**src/hw/rtl/scp_pkg.sv**
```systemverilog
// Shared types and constants for the sine/cosine polynomial unit.
// No dependencies; the other RTL files refer to this package by scoped names.
package scp_pkg;

    // Signed fixed point, 60 fraction bits, held in 64 bits
    typedef logic signed [63:0] q60_t;

    // Quadrant and batch marker that travel beside the polynomial lanes
    typedef struct packed {
        logic [1:0] quad;
        logic       last;
    } side_t;

    // 1/(2*pi) in Q0.64, truncated
    localparam logic [63:0] INV_TWO_PI = 64'h28BE_60DB_9391_054A;
    // pi/2 in Q60, rounded to nearest
    localparam logic [63:0] HALF_PI    = 64'h1921_FB54_442D_1847;
    localparam logic [31:0] HALF_PI_LO = HALF_PI[31:0];
    localparam logic [28:0] HALF_PI_HI = HALF_PI[60:32];

    localparam q60_t ONE_Q60     = 64'sh1000_0000_0000_0000;
    localparam q60_t NEG_ONE_Q60 = -64'sh1000_0000_0000_0000;

    // Even cosine polynomial, Q60, lowest order first
    localparam q60_t POLY_COEF [8] = '{
        64'sd1152921504606844748,
        -64'sd576460752303307800,
        64'sd48038396024299631,
        -64'sd1601279864309835,
        64'sd28594278246078,
        -64'sd317709838487,
        64'sd2404801474,
        -64'sd12775196
    };

    localparam int POLY_TERMS = 8;

endpackage

```
**src/hw/rtl/scp_front.sv**
```systemverilog
// Angle reduction front end: turns, quadrant and the two polynomial arguments.
// Four register stages; uses scp_pkg.
module scp_front #(
    parameter int ANGLE_FRAC_BITS = 24
) (
    input  logic            clk,
    input  logic [3:0]      en,
    input  logic [31:0]     angle,
    input  logic            is_last,
    output scp_pkg::q60_t   x_sin,
    output scp_pkg::q60_t   x_cos,
    output scp_pkg::side_t  side
);

    localparam int PHASE_LSB = ANGLE_FRAC_BITS + 32;

    // stage 0: signed angle times the two halves of 1/(2*pi)
    logic signed [64:0] plo_reg, phi_reg;
    logic               last0_reg;
    // stage 1: phase
    logic [1:0]         quad1_reg;
    logic [29:0]        frac1_reg;
    logic               last1_reg;
    // stage 2: fraction times pi/2
    logic [61:0]        pm_lo_reg;
    logic [58:0]        pm_hi_reg;
    scp_pkg::side_t     side2_reg;
    // stage 3: arguments
    scp_pkg::q60_t      x_sin_reg, x_cos_reg;
    scp_pkg::side_t     side3_reg;

    logic signed [64:0] plo_next, phi_next;
    logic [127:0]       prod;
    logic [31:0]        phase;
    logic [61:0]        pm_lo_next;
    logic [58:0]        pm_hi_next;
    logic [90:0]        m_full, m_ceil;
    scp_pkg::q60_t      near_arg, far_arg;

    always_comb
    begin
        plo_next = $signed({{33{angle[31]}}, angle}) * $signed({33'd0, scp_pkg::INV_TWO_PI[31:0]});
        phi_next = $signed({{33{angle[31]}}, angle}) * $signed({33'd0, scp_pkg::INV_TWO_PI[63:32]});

        prod  = {{31{phi_reg[64]}}, phi_reg, 32'd0} + {{63{plo_reg[64]}}, plo_reg};
        phase = prod[PHASE_LSB +: 32];

        pm_lo_next = 62'(frac1_reg) * 62'(scp_pkg::HALF_PI_LO);
        pm_hi_next = 59'(frac1_reg) * 59'(scp_pkg::HALF_PI_HI);

        m_full   = {pm_hi_reg, 32'd0} + {29'd0, pm_lo_reg};
        m_ceil   = m_full + {61'd0, 30'h3FFF_FFFF};
        near_arg = {3'd0, m_full[90:30]};
        far_arg  = scp_pkg::HALF_PI - {3'd0, m_ceil[90:30]};
    end

    always_ff @(posedge clk)
    begin
        if (en[0])
        begin
            plo_reg   <= plo_next;
            phi_reg   <= phi_next;
            last0_reg <= is_last;
        end
        if (en[1])
        begin
            quad1_reg <= phase[31:30];
            frac1_reg <= phase[29:0];
            last1_reg <= last0_reg;
        end
        if (en[2])
        begin
            pm_lo_reg      <= pm_lo_next;
            pm_hi_reg      <= pm_hi_next;
            side2_reg.quad <= quad1_reg;
            side2_reg.last <= last1_reg;
        end
        if (en[3])
        begin
            // odd quadrants measure the cosine from the far boundary
            x_cos_reg <= side2_reg.quad[0] ? far_arg : near_arg;
            x_sin_reg <= side2_reg.quad[0] ? near_arg : far_arg;
            side3_reg <= side2_reg;
        end
    end

    assign x_sin = x_sin_reg;
    assign x_cos = x_cos_reg;
    assign side  = side3_reg;

endmodule

```
**config.mk**
```make
export PLATFORM = sky130hd
export DESIGN_NAME = scp_front
export DESIGN_NICKNAME = d
export VERILOG_FILES = /design/src/hw/rtl/scp_pkg.sv /design/src/hw/rtl/scp_front.sv
export SDC_FILE = /design/constraint.sdc
export NUM_CORES = 2
export LEC_CHECK = 0
export BUFFER_PORTS_ARGS = -buffer_cell sky130_fd_sc_hd__buf_2
export CORE_MARGIN = 8
export CORE_UTILIZATION = 45
export CTS_CLUSTER_DIAMETER = 80
export CTS_CLUSTER_SIZE = 24
export DETAILED_ROUTE_END_ITERATION = 12
export PLACE_DENSITY = 0.64
export SETUP_SLACK_MARGIN = 0.1
export SYNTH_ARGS = -nofsm -noshare
export SYNTH_HDL_FRONTEND = slang
export SYNTH_SLANG_ARGS = --single-unit
```
**constraint.sdc**
```tcl
create_clock -name clk -period 28 [get_ports clk]
set_input_delay 0 -clock clk [delete_from_list [all_inputs] [get_ports clk]]
set_output_delay 0 -clock clk [all_outputs]
set_load 0.005 [all_outputs]
```
Yosys cells after proc, flatten, opt, wreduce, memory -nomap -nowiden. Index checks and enable logic that the tools add are counted. Widths: inputs -> output; s select.

Register bits: 402. Bits of input ports: 38. Output and inout port bits: 131. Logic and storage cells: 26.

$add $sub $neg: 4. Multiply operators: 4. Multiplexer cells: 2.

Operator list (number): $mux 61 (2); $add 91x30->91 const B (1); $add 91x61->91 (1); $add 88x65->88 (1); $mul 32x32->64 const B (1); $sub 61x61->62 const A (1); $mul 30x31->61 const B (1); $mul 30x27->57 const B (1); $mul 32x31->56 const B (1).

Longest topological paths before layout.
Word-level depth: 4. Depth in mapped cells: 34. Depth with buffers taken out: 34.

Worst setup path after synthesis. Ideal clock, no wire load.

Path type: input to register. From: input port angle[31]. To: register phi_reg[55] (data pin). Setup time: 259 ps. Arrival: 9062 ps. Required time: 27741 ps. Slack: 18679 ps. Stages: 26. Path buffers: 2. Cell sequence: clkbuf_1 -> inv_2 -> clkbuf_1 -> fa_1 -> fa_1 -> inv_1 -> fa_1 -> fa_1 -> fa_1 -> inv_1 -> fa_1 -> inv_1 -> ha_1 -> and4_1 -> nand2_1 -> nor2_1 -> o41ai_1 -> a21oi_1 -> a22o_1 -> o41a_1 -> o21ai_0 -> o21ai_0 -> nor2_1 -> o21ai_0 -> a21oi_1 -> xnor2_1.

Cells in the longest elaborated chain, start to end: 1.

RTL lines: from (decl) (line scp_front.sv:8) `input logic [31:0] angle,`; $mul 32x31->56 (line scp_front.sv:43) `phi_next = $signed({{33{angle[31]}}, angle}) * $signed({33'd0, scp_pkg::INV_TWO_PI[63:32]});`; net phi_next[55] (line scp_front.sv:32) `logic signed [64:0] plo_next, phi_next;`; to (signal assigned) (line scp_front.sv:62) `phi_reg <= phi_next;`; to (decl) (line scp_front.sv:18) `logic signed [64:0] plo_reg, phi_reg;`.

The timed path passes the listed nets, and every way through them passes these cells. A chain may end at the register's enable or synchronous reset.

Worst setup path in the final report.
From: input port angle[0]. To: register plo_reg[64] (data pin).

Cells in the longest elaborated chain, start to end: 1.

RTL lines: $mul 32x32->64 (line scp_front.sv:42) `plo_next = $signed({{33{angle[31]}}, angle}) * $signed({33'd0, scp_pkg::INV_TWO_PI[31:0]});`; net plo_next[64] (line scp_front.sv:32); to (signal assigned) (line scp_front.sv:61) `plo_reg <= plo_next;`; to (decl) (line scp_front.sv:18).

The timed path passes the listed nets, and every way through them passes these cells.

==> impl_summary.md <==
Run status
The run finished with clean final reports.

Die
In this run the count of I/O pins placed on the die edge is 169. The die width is ~420 um. Measured along the y axis, the die boundary spans between 400 and 500 um. The starting utilization of the core area is between 40% and 50%. The number of rows created at floorplan is 149. The region available for standard cell placement spans 165,000 um2. The die covers 179,000 um2.

Final layout
The proportion of layout cells with a drive suffix above 1 is between 4 and 5%. The area of the multi-input gates is 55,800 um2. Registers take roughly 11,000 um2. Relative to the synthesized area, the layout overhead comes to 6.16%.

The layout has 15,287 filler cells. The number of nets in the finished design is 9,934.

Drt
Once detail routing completed, the nets flagged for antenna violations numbered 0. The count of TritonRoute iterations in the first routing pass is 6. After detailed routing, the average wire length per cell comes to 22.9 um. The final route contains 49,871 vias. Using the TritonRoute via totals, the vias-per-cell ratio works out to 5.23.

The count of routing violations after the opening detailed-route iteration is 2,901. The total routed wirelength is 219 mm. After detailed routing, the number of remaining DRC violations is 0.

Global route
Global routing consumed, over all layers together, 24.3% of the routing resources. The number of antenna violations at the first check in global routing was 7. The via count of the first global-routing pass came to 53,768. The pin count of the biggest net entering global routing is 76. The wire length of the first global-routing pass is 330 mm. The remaining global-route overflow is 0.

Logic synthesis
Among all cell types in the netlist, the one instantiated most often is inv_1. For this run, the leading register cell type out of synthesis is edfxtp_1. fa_1 takes more of the synthesized area than any other cell. By area the synthesized netlist is led by fa_1 (35%), ha_1 (21%), edfxtp_1 (15%).

The count of flip-flops with a built-in enable after synthesis is 370. Each instance of the synthesized netlist takes up on average 10.4 um2. The synthesized design contains 370 register bits. The share of synthesized area in the top cell type comes to 35.1%. The synthesis warning total is 0.

The distinct cell type count after synthesis is 111. The net count after synthesis is 9,754. After synthesis the cells add up to 74,600 um2. Counting every instance in the synthesized netlist gives 7,153.

The share of async-settable or async-resettable flops after synthesis is 0%. The register area share after synthesis is 14.9%. Counting instances in the post-synthesis netlist gives the leading cell types as inv_1 (1,989), fa_1 (1,309), ha_1 (1,254).

Critical path
The setup check on the worst reg-to-reg path leaves a slack of about 19 ns. Counting both buffers and inverters, the worst setup path holds a total of 6. The critical register-to-register path startpoint is frac1_reg[5]. For the worst flop-to-flop path, the logic depth is 26. The slowest stage of the critical path is the a2111oi_0 cell.

The kind of cell with the highest combined delay on the critical path is compound AO/OA/AOI/OAI gates. The cell that appears most often on the critical path is fa_1. The endpoint type of the worst setup path is a flip-flop. The maximum fanout count along the critical path is 17.

The data required time at the worst endpoint is ~28 ns. The launching element type of the critical path is an input port. The endpoint of the worst-slack reg-to-reg timing path is pm_hi_reg[50].

For this run, the slowest stage of the critical path takes 1.12 ns. The setup path with the least slack is of type in -> reg. Data arrives at the worst endpoint at 9.81 ns.

Clocking
Counting every sink on the clock net gives 370. TritonCTS built the clock tree. The post-CTS setup buffer count is 0. The tree is rooted in a clkbuf_16. In this run the deepest clock path goes through 3 buffers.

Counting the buffers created by CTS gives 27. Clock-pin slew was measured on the worst setup and hold paths at 0.07 ns. CTS built an H-tree with a depth of 1. The latest clock arrival within the worst-skew pair is about 0.65 ns.

STA
For the pin with the worst max-slew slack, the measured transition is 1.31 ns. The final hold violation count is 0. Setup repair after global routing left no endpoint under its margin. The clock skew is ~0.039 ns. The accumulated negative setup slack is 0 ns. The final max-slew violation count came to 0. In the finished design, the share of the clock period the worst path needs comes to 33.7%.

The minimum clock period is 9.43 ns. The maximum clock rate is 0.106 GHz. The worst-case headroom to the max-slew limit is between 10% and 20%. The setup-violating endpoint count in the final report is 0.

Placed design
The number of buffers inserted by port buffering is around 170. The weighted congestion reported at the end of routability-driven placement is 0.998. The post-DP HPWL is between 150 and 200 mm.

Hold path
The min-delay analysis places its worst path in the category in -> reg. The worst hold path depth is 2. The hold-critical path endpoint is last0_reg. The start point of the worst hold path is is_last.

Run
The reported max-cap violation count is 0.
final cells by class:
cell class	count	area share, %
Multi-Input combinational cell	4735	70.4
Sequential cell	370	14.0
Inverter	1991	9.43
Tap cell	2189	3.46
Timing Repair Buffer	208	1.48
Clock buffer	28	0.857
Clock inverter	17	0.319
Antenna cell	2	0.00632
per-layer routing:
layer	share of wire, %	global-route usage (%)	vias to the layer above	wire [um]
met3	4.7	2.63	389	10300
met1	40	30.1	25086	88500
met4	5.6	10.8	4	12300
met5	0.011	0	-	23
met2	49	42.8	1351	108000
li1	-	-	23041	-
cells by family (layout without fill, tap and decap cells):
group | Yosys count | in the layout | synth area share [%]
adder cells (fa/ha/maj) | 2566 | 2566 | 56.2
buffers and inverters | 2048 | 2244 | 10.3
AND/OR/NAND/NOR | 930 | 930 | 6.39
AO/OA/AOI/OAI | 800 | 800 | 6.95
XOR/XNOR | 412 | 412 | 4.88
flip-flops | 370 | 370 | 14.9
multiplexers | 27 | 27 | 0.367
other | 0 | 2 | 0
metrics by stage:
stage	util (%)	area (um2)	worst slack (ns)	hold WS [ns]	instances
2_1_floorplan	-	74600	18.68	0.0989	7153
3_3_place_gp	47.5	78200	18.49	0.180	9487
3_5_place_dp	47.5	78200	18.39	0.181	9487
4_1_cts	48.1	79200	18.54	0.0168	9538
5_1_grt	48.1	79200	18.22	0.0655	9538
6_report	48.1	79200	18.57	0.0729	9540
timing repair:
action,4_1_cts,5_1_grt
gates resized for setup,0,0
hold buffers,6,0
endpoints found under the hold margin,157,0
setup endpoints to repair,0,0
placed cells by master, fill, tap and decap left out, types with 29 or more instances in the layout:
master,instances
nand4_1,42
nand3_1,67
xnor2_1,295
nand2_1,193
a211oi_1,29
nor2b_1,55
nor2_1,255
o21ai_0,155
a21oi_1,244
or3_1,32
buf_4,37
inv_1,1989
fa_1,1309
xor2_1,112
ha_1,1254
o21a_1,48
buf_2,164
nand2b_1,45
nor3_1,77
edfxtp_1,370
a21o_1,109
how the worst max path moves through the flow:
stage / depth (start not counted) / start / to
2_1_floorplan: 26 / angle[31] / phi_reg[55]
3_5_place_dp: 30 / angle[19] / plo_reg[64]
5_1_grt: 31 / angle[0] / plo_reg[64]
3_3_place_gp: 30 / angle[19] / plo_reg[64]
6_report: 31 / angle[0] / plo_reg[64]
4_1_cts: 31 / angle[0] / plo_reg[64]
Power is left out: the tool's default activity adds up to more than one toggle a clock period on the data nets, which glitch-free logic cannot reach.
