**config.mk**
```make
export PLATFORM = sky130hd
export DESIGN_NAME = scp_round
export DESIGN_NICKNAME = d
export VERILOG_FILES = /design/src/hw/rtl/scp_pkg.sv /design/src/hw/rtl/scp_round.sv
export SDC_FILE = /design/constraint.sdc
export NUM_CORES = 1
export LEC_CHECK = 0
export ABC_AREA = 0
export ABC_CLOCK_PERIOD_IN_PS = 6500
export BUFFER_PORTS_ARGS = -buffer_cell sky130_fd_sc_hd__buf_2
export CORE_ASPECT_RATIO = 0.5
export CORE_UTILIZATION = 38
export DETAILED_ROUTE_END_ITERATION = 10
export PLACE_DENSITY = 0.72
export SETUP_SLACK_MARGIN = 0.1
export SLEW_MARGIN = 15
export SYNTH_ARGS = -nofsm -noshare
export SYNTH_HDL_FRONTEND = slang
export SYNTH_SLANG_ARGS = --single-unit
export TNS_END_PERCENT = 1
```
**constraint.sdc**
```tcl
create_clock -name clk -period 6.5 [get_ports clk]
set_clock_uncertainty 0.15 [all_clocks]
set_input_delay 1.3 -clock clk [delete_from_list [all_inputs] [get_ports clk]]
set_output_delay 1.3 -clock clk [all_outputs]
set_load 0.05 [all_outputs]
```
**src/hw/rtl/scp_pkg.sv**
```systemverilog
// Shared types and constants for the sine/cosine polynomial unit.
// No dependencies; the other RTL files refer to this package by scoped names.
package scp_pkg;

    // Signed fixed point, 60 fraction bits, held in 64 bits
    typedef logic signed [63:0] q60_t;

    // Quadrant and batch marker that travel beside the polynomial lanes
    typedef struct packed {
        logic [1:0] quad;
        logic       last;
    } side_t;

    // 1/(2*pi) in Q0.64, truncated
    localparam logic [63:0] INV_TWO_PI = 64'h28BE_60DB_9391_054A;
    // pi/2 in Q60, rounded to nearest
    localparam logic [63:0] HALF_PI    = 64'h1921_FB54_442D_1847;
    localparam logic [31:0] HALF_PI_LO = HALF_PI[31:0];
    localparam logic [28:0] HALF_PI_HI = HALF_PI[60:32];

    localparam q60_t ONE_Q60     = 64'sh1000_0000_0000_0000;
    localparam q60_t NEG_ONE_Q60 = -64'sh1000_0000_0000_0000;

    // Even cosine polynomial, Q60, lowest order first
    localparam q60_t POLY_COEF [8] = '{
        64'sd1152921504606844748,
        -64'sd576460752303307800,
        64'sd48038396024299631,
        -64'sd1601279864309835,
        64'sd28594278246078,
        -64'sd317709838487,
        64'sd2404801474,
        -64'sd12775196
    };

    localparam int POLY_TERMS = 8;

endpackage

```
**src/hw/rtl/scp_round.sv**
```systemverilog
// Output stage: clamp to +-1, apply quadrant sign, scale to the output format.
// Holds the output register; uses scp_pkg.
module scp_round #(
    parameter int OUT_FRAC_BITS = 30
) (
    input  logic           clk,
    input  logic           en,
    input  scp_pkg::q60_t  p_sin,
    input  scp_pkg::q60_t  p_cos,
    input  scp_pkg::side_t side,
    output logic [31:0]    sine,
    output logic [31:0]    cosine,
    output logic           last_out
);

    localparam int          SH  = (OUT_FRAC_BITS <= 60) ? (60 - OUT_FRAC_BITS) : 0;
    localparam int          SL  = (OUT_FRAC_BITS > 60) ? ((OUT_FRAC_BITS - 60) % 4) : 0;
    localparam logic [63:0] RND = (64'd1 << SH) >> 1;

    logic [31:0] sine_reg, cosine_reg;
    logic        last_reg;

    function automatic logic [31:0] to_out(input scp_pkg::q60_t p, input logic negate);
        scp_pkg::q60_t pc;
        logic          neg;
        logic [63:0]   mag;
        logic [63:0]   res;
        begin
            if (p > scp_pkg::ONE_Q60)
                pc = scp_pkg::ONE_Q60;
            else if (p < scp_pkg::NEG_ONE_Q60)
                pc = scp_pkg::NEG_ONE_Q60;
            else
                pc = p;
            neg = negate ^ pc[63];
            mag = pc[63] ? (64'd0 - pc) : pc;
            mag = ((mag + RND) >> SH) << SL;
            res = neg ? (64'd0 - mag) : mag;
            to_out = res[31:0];
        end
    endfunction

    always_ff @(posedge clk)
    begin
        if (en)
        begin
            sine_reg   <= to_out(p_sin, side.quad[1]);
            cosine_reg <= to_out(p_cos, side.quad[1] ^ side.quad[0]);
            last_reg   <= side.last;
        end
    end

    assign sine     = sine_reg;
    assign cosine   = cosine_reg;
    assign last_out = last_reg;

endmodule

```
# Yosys cells after proc, flatten, opt, wreduce, memory -nomap -nowiden
# Cells that the tools add are included.
word_totals:
  ff_bits: 65
  in_bits: 133
  elab_cells: 26
op_classes:
  n_addsub: 6
  order_cmp: 4
  n_mux: 10
  bitwise: 3
op_table:
  columns: ["cell", "count"]
  rows:
  - ["$mux 64", 6]
  - ["$gt 64x62->1 const B", 2]
  - ["$lt 64x61->1 const B", 2]
  - ["$add 62x30->62 const B", 2]
  - ["$mux 62", 2]
  - ["$sub 1x62->62 const A", 2]
  - ["$mux 32", 2]
  - ["$sub 1x32->32 const A", 2]
  - ["$xor 1x1->1", 3]

# Longest topological paths before layout
logic_depth:
  depth_word: 9
  depth_mapped: 22

# Worst setup path after synthesis
# No wires, ideal clock.
synth_path:
  path_kind: "input to register"
  start: "in p_cos[37]"
  end: "reg cosine_reg[31] (netlist: cosine[31]) (data pin)"
  setup_time_ns: 0.263
  arrival_ns: 6.176
  required_ns: 6.087
  path_slack_ns: -0.088
  cell_stages: 20
  n_path_buf: 6
  path_cell_list: "buf_6 > nor4_4 > nand4b_1 > or4_1 > buf_2 > o31a_1 > buf_2 > clkbuf_1 > clkbuf_1 > nor2_1 > ha_1 > nor3b_4 > and4_1 > clkbuf_1 > nand3_1 > nor4_1 > xor2_1 > or4_1 > o41ai_2 > xnor2_1"
synth_via:
  elab_chain_len: 9
  elab_cells_between_ends: 11
  cone_classes: "add/sub (3); order compare (2); mux (5); bitwise (1)"
synth_lines:
  columns: ["item", "line", "text"]
  rows:
  - ["start: declaration", "scp_round.sv:9", "input scp_pkg::q60_t p_cos,"]
  - ["$lt 64x61->1", "scp_round.sv:31", "else if (p < scp_pkg::NEG_ONE_Q60)"]
  - ["$mux 64", "scp_round.sv:31", null]
  - ["$mux 64 (*)", "scp_round.sv:29", "if (p > scp_pkg::ONE_Q60)"]
  - ["$mux 64 (*)", "scp_round.sv:45", "if (en)"]
  - ["$sub 1x62->62", "scp_round.sv:36", "mag = pc[63] ? (64'd0 - pc) : pc;"]
  - ["$mux 62", "scp_round.sv:36", null]
  - ["$add 62x30->62", "scp_round.sv:37", "mag = ((mag + RND) >> SH) << SL;"]
  - ["$sub 1x32->32", "scp_round.sv:38", "res = neg ? (64'd0 - mag) : mag;"]
  - ["$mux 32 (*)", "scp_round.sv:38", null]
  - ["end signal: assignment", "scp_round.sv:48", "cosine_reg <= to_out(p_cos, side.quad[1] ^ side.quad[0]);"]
  - ["end: declaration", "scp_round.sv:20", "logic [31:0] sine_reg, cosine_reg;"]
# Every way passes the cells marked *; elsewhere a longest branch is shown, timed or not. The select of a mux whose other input is x is not followed.
# A chain may end at the register's enable or synchronous reset.

# Worst setup path in the final report
layout_path:
  start: "in p_cos[21]"
  end: "reg cosine_reg[31] (netlist: cosine[31]) (data pin)"
# Same word-level chain as after synthesis.

==> results.json <==
{
  "synthFlopType": "edfxtp_1",
  "tritoncts_num_sinks": 65,
  "syn_to_final_growth_pct": 22.8,
  "part_of_the_total_power_dissipated_in_the_clock_network_pct": 24.1,
  "timing.final.crit_share_pct": 92.9,
  "power.ir.vdd_worst_uv": 136,
  "globalRoute.totalOverflow": 0,
  "startpoint": "p_cos[21]",
  "vias_per_cell": 5.80,
  "first_pass_grt_wire_length_microns": 45600,
  "area_of_the_mapped_netlist_sq_mm": 0.00860,
  "synth_edf_count": 65,
  "cp.required_ns": 6.43,
  "place_hpwl_microns": 23000,
  "worst_slew_pin_slew_ns": 0.809,
  "clock_tree.buffer_depth": 2,
  "htree_num_levels": 3,
  "gp_congestion": 0.923,
  "fillCellCount": 2195,
  "max-cap-violations": 0,
  "leakagePower_nw": 3.88,
  "setup_slack_ns": 0.461,
  "post_cts_hold_buffer_count": 0,
  "timing.setup.critical_path_class": "input port to flop",
  "worst-endpoint-arrival_ns": 5.97,
  "cts_inserted_buffers": 9,
  "number_of_global_route_vias_before_repair": 9059,
  "pin_count_of_the_biggest_net_entering_global_routing": 66,
  "timing.final.hold_violations": 0,
  "power.net_switching_uw": 877,
  "maxSlewHeadroom_pct": 45.7,
  "p_seq_share_pct": 28.0,
  "fp.dieW_microns": 215,
  "critPathMaxFanout": 13,
  "core_region_area_sq_mm": 0.0219,
  "fin_crit_ns": 6.04,
  "die_area_sq_mm": 0.0233,
  "ys_async_sr_fraction_pct": 0,
  "net_count_after_synthesis": 1247,
  "numPortBuffers": 197,
  "p_comb_share_pct": 47.9,
  "route.final.wire_length_microns": 28400,
  "wl_per_cell_microns": 17.4,
  "synth_sequential_area_ratio_pct": 22.7,
  "worst_setup_path_endpoint": "cosine[31]",
  "yosysWarningCount": 0,
  "final_nets": 1462,
  "slew_violations": 0,
  "initial_core_util_pct": 39.2,
  "detailedRoute.firstIterationViolations": 744,
  "grtUsageTotal_pct": 24.3,
  "cts_repair_resizes": 0,
  "synth.ff_latch_count": 65,
  "highest_clock_rate_ghz": 0.166,
  "postCtsSetupRepairBufs": 0,
  "preCtsSetupSlack_ns": 0.196,
  "pin_count": 198,
  "timing.hold.worst.class": "input port to flop",
  "status": "finished, final reports clean",
  "internal_power_of_the_cells_mw": 1.22,
  "cp-end-kind": "flop",
  "clk_root_buffer_cell": "clkbuf_16",
  "setup_tns_ns": 0,
  "timing.final.setup_violations": 0,
  "antenna_found_initial": 3,
  "drt-pass1-iter-count": 5,
  "clk_transition_reported_paths_ns": 0.05,
  "cts_tree": "built",
  "crit_path_start_kind": "input port",
  "distinct_cells_synth": 86,
  "post_route_cells_drive_above_1_share_pct": 24.1,
  "powerDensity_mw_per_mm2": 199,
  "swShare_pct": 41.8,
  "mostFrequentLayoutCell": "buf_2",
  "grt_setup_unrepaired": "no",
  "die_h_microns": 108,
  "syn_area_per_cell_sq_um": 7.76,
  "drt_drc_violations_left": 0,
  "ant_nets": 0,
  "num_vias": 9454,
  "synthCells": 1108,
  "final_cell_mix": "buf_2, nor2_1, xnor2_1",
  "num_rows": 38
}
worst min-delay path by stage:
stage | startpoint | to | slack [ns] | cells after the start
after floorplan | side[0] | last_out | 1.25 | 0
after global placement | side[0] | last_out | 1.33 | 1
after detailed placement | side[0] | last_out | 1.34 | 1
after CTS | side[0] | last_out | 0.98 | 1
after global routing | side[0] | last_out | 0.99 | 1
final | side[0] | last_out | 0.99 | 1
routing by layer:
metal | up-vias | GRT usage (%) | part of all wire (%)
met5 | - | 0 | 0
met4 | 0 | 8.32 | 2.2
met1 | 4476 | 30.5 | 44
li1 | 4616 | - | -
met2 | 316 | 43.4 | 49
met3 | 46 | 2.87 | 5.0
synth_stat cells, types with 5 or more instances:
library cell | instances | area [sq um]
inv_1 | 24 | 90.1
ha_1 | 6 | 75.1
a21o_1 | 7 | 52.6
and3_1 | 15 | 93.8
or3_1 | 17 | 106
buf_2 | 11 | 55.1
o21a_1 | 6 | 45.0
a211o_1 | 6 | 52.6
a31oi_1 | 27 | 169
o31ai_2 | 5 | 62.6
o21ai_0 | 42 | 210
mux2i_1 | 6 | 60.1
a21oi_1 | 75 | 375
nor2_1 | 124 | 465
o211ai_1 | 6 | 45.0
o41ai_1 | 7 | 61.3
o22ai_1 | 5 | 31.3
o21ai_1 | 11 | 55.1
nor3_1 | 60 | 300
nor2b_1 | 7 | 43.8
nand4_1 | 29 | 181
nand3b_1 | 7 | 52.6
xnor2_1 | 114 | 998
or4_1 | 8 | 60.1
o31a_1 | 6 | 52.6
a41oi_1 | 5 | 43.8
xor2_1 | 62 | 543
nor4_2 | 5 | 62.6
and4_1 | 13 | 114
o31ai_1 | 11 | 82.6
nand2_1 | 71 | 267
clkbuf_1 | 45 | 169
edfxtp_1 | 65 | 1950
nor4_1 | 31 | 194
nand2b_1 | 9 | 56.3
and2_1 | 15 | 93.8
nand3_1 | 39 | 195
nor3b_1 | 6 | 45.0
or2_2 | 8 | 50.1
critical path, stage by stage:
cell	delay, ns
buf_2	0.10
nor4_1	0.50
nand2_1	0.10
or4_1	0.69
o31a_1	0.49
nor2_1	0.17
ha_1	0.26
nor3b_4	0.25
and4_1	0.38
nand3_1	0.26
nor4_2	0.33
xor2_1	0.14
or4_1	0.58
o41ai_2	0.32
xnor2_1	0.10
power groups by stage:
stage / sequential, mW / combinational (mW) / clock [mW]
3_3_place_gp: 0.597 / 0.983 / 0
3_5_place_dp: 0.598 / 0.997 / 0
6_report: 0.587 / 1.00 / 0.506
2_1_floorplan: 0.861 / 0.452 / 0
4_1_cts: 0.590 / 0.999 / 0.519
5_1_grt: 0.595 / 1.08 / 0.532
final cells by class:
type | instances | area [sq um] | area share [%]
Inverter | 25 | 93.8 | 0.889
Multi-Input combinational cell | 959 | 6340 | 60.0
Clock inverter | 7 | 85.1 | 0.806
Timing Repair Buffer | 263 | 1480 | 14.0
Tap cell | 300 | 375 | 3.56
Clock buffer | 9 | 225 | 2.13
Antenna cell | 3 | 7.51 | 0.0711
Sequential cell | 65 | 1950 | 18.5
metrics by stage:
stage	utilization (%)	cell area (sq um)	cells	hold slack [ns]	power, mW
final	48.2	10600	1631	0.993	2.10
after global routing	48.2	10600	1631	0.988	2.21
after CTS	48.1	10500	1628	0.978	2.11
after detailed placement	46.7	10200	1612	1.34	1.59
after global placement	46.7	10200	1612	1.33	1.58
after floorplan	-	8610	1108	1.25	1.31
kinds of logic (layout without fill, tap and decap cells):
| group | Yosys count | count (layout) | share of synthesized area (%) |
|---|---|---|---|
| adder cells (fa/ha/maj) | 6 | 6 | 0.873 |
| XOR/XNOR | 176 | 176 | 17.9 |
| flip-flops | 65 | 65 | 22.7 |
| buffers and inverters | 84 | 304 | 4.00 |
| AO/OA/AOI/OAI | 274 | 274 | 21.6 |
| multiplexers | 9 | 9 | 1.09 |
| AND/OR/NAND/NOR | 494 | 494 | 31.8 |
| other | 0 | 3 | 0 |
Power figures use the tool's default switching activity.
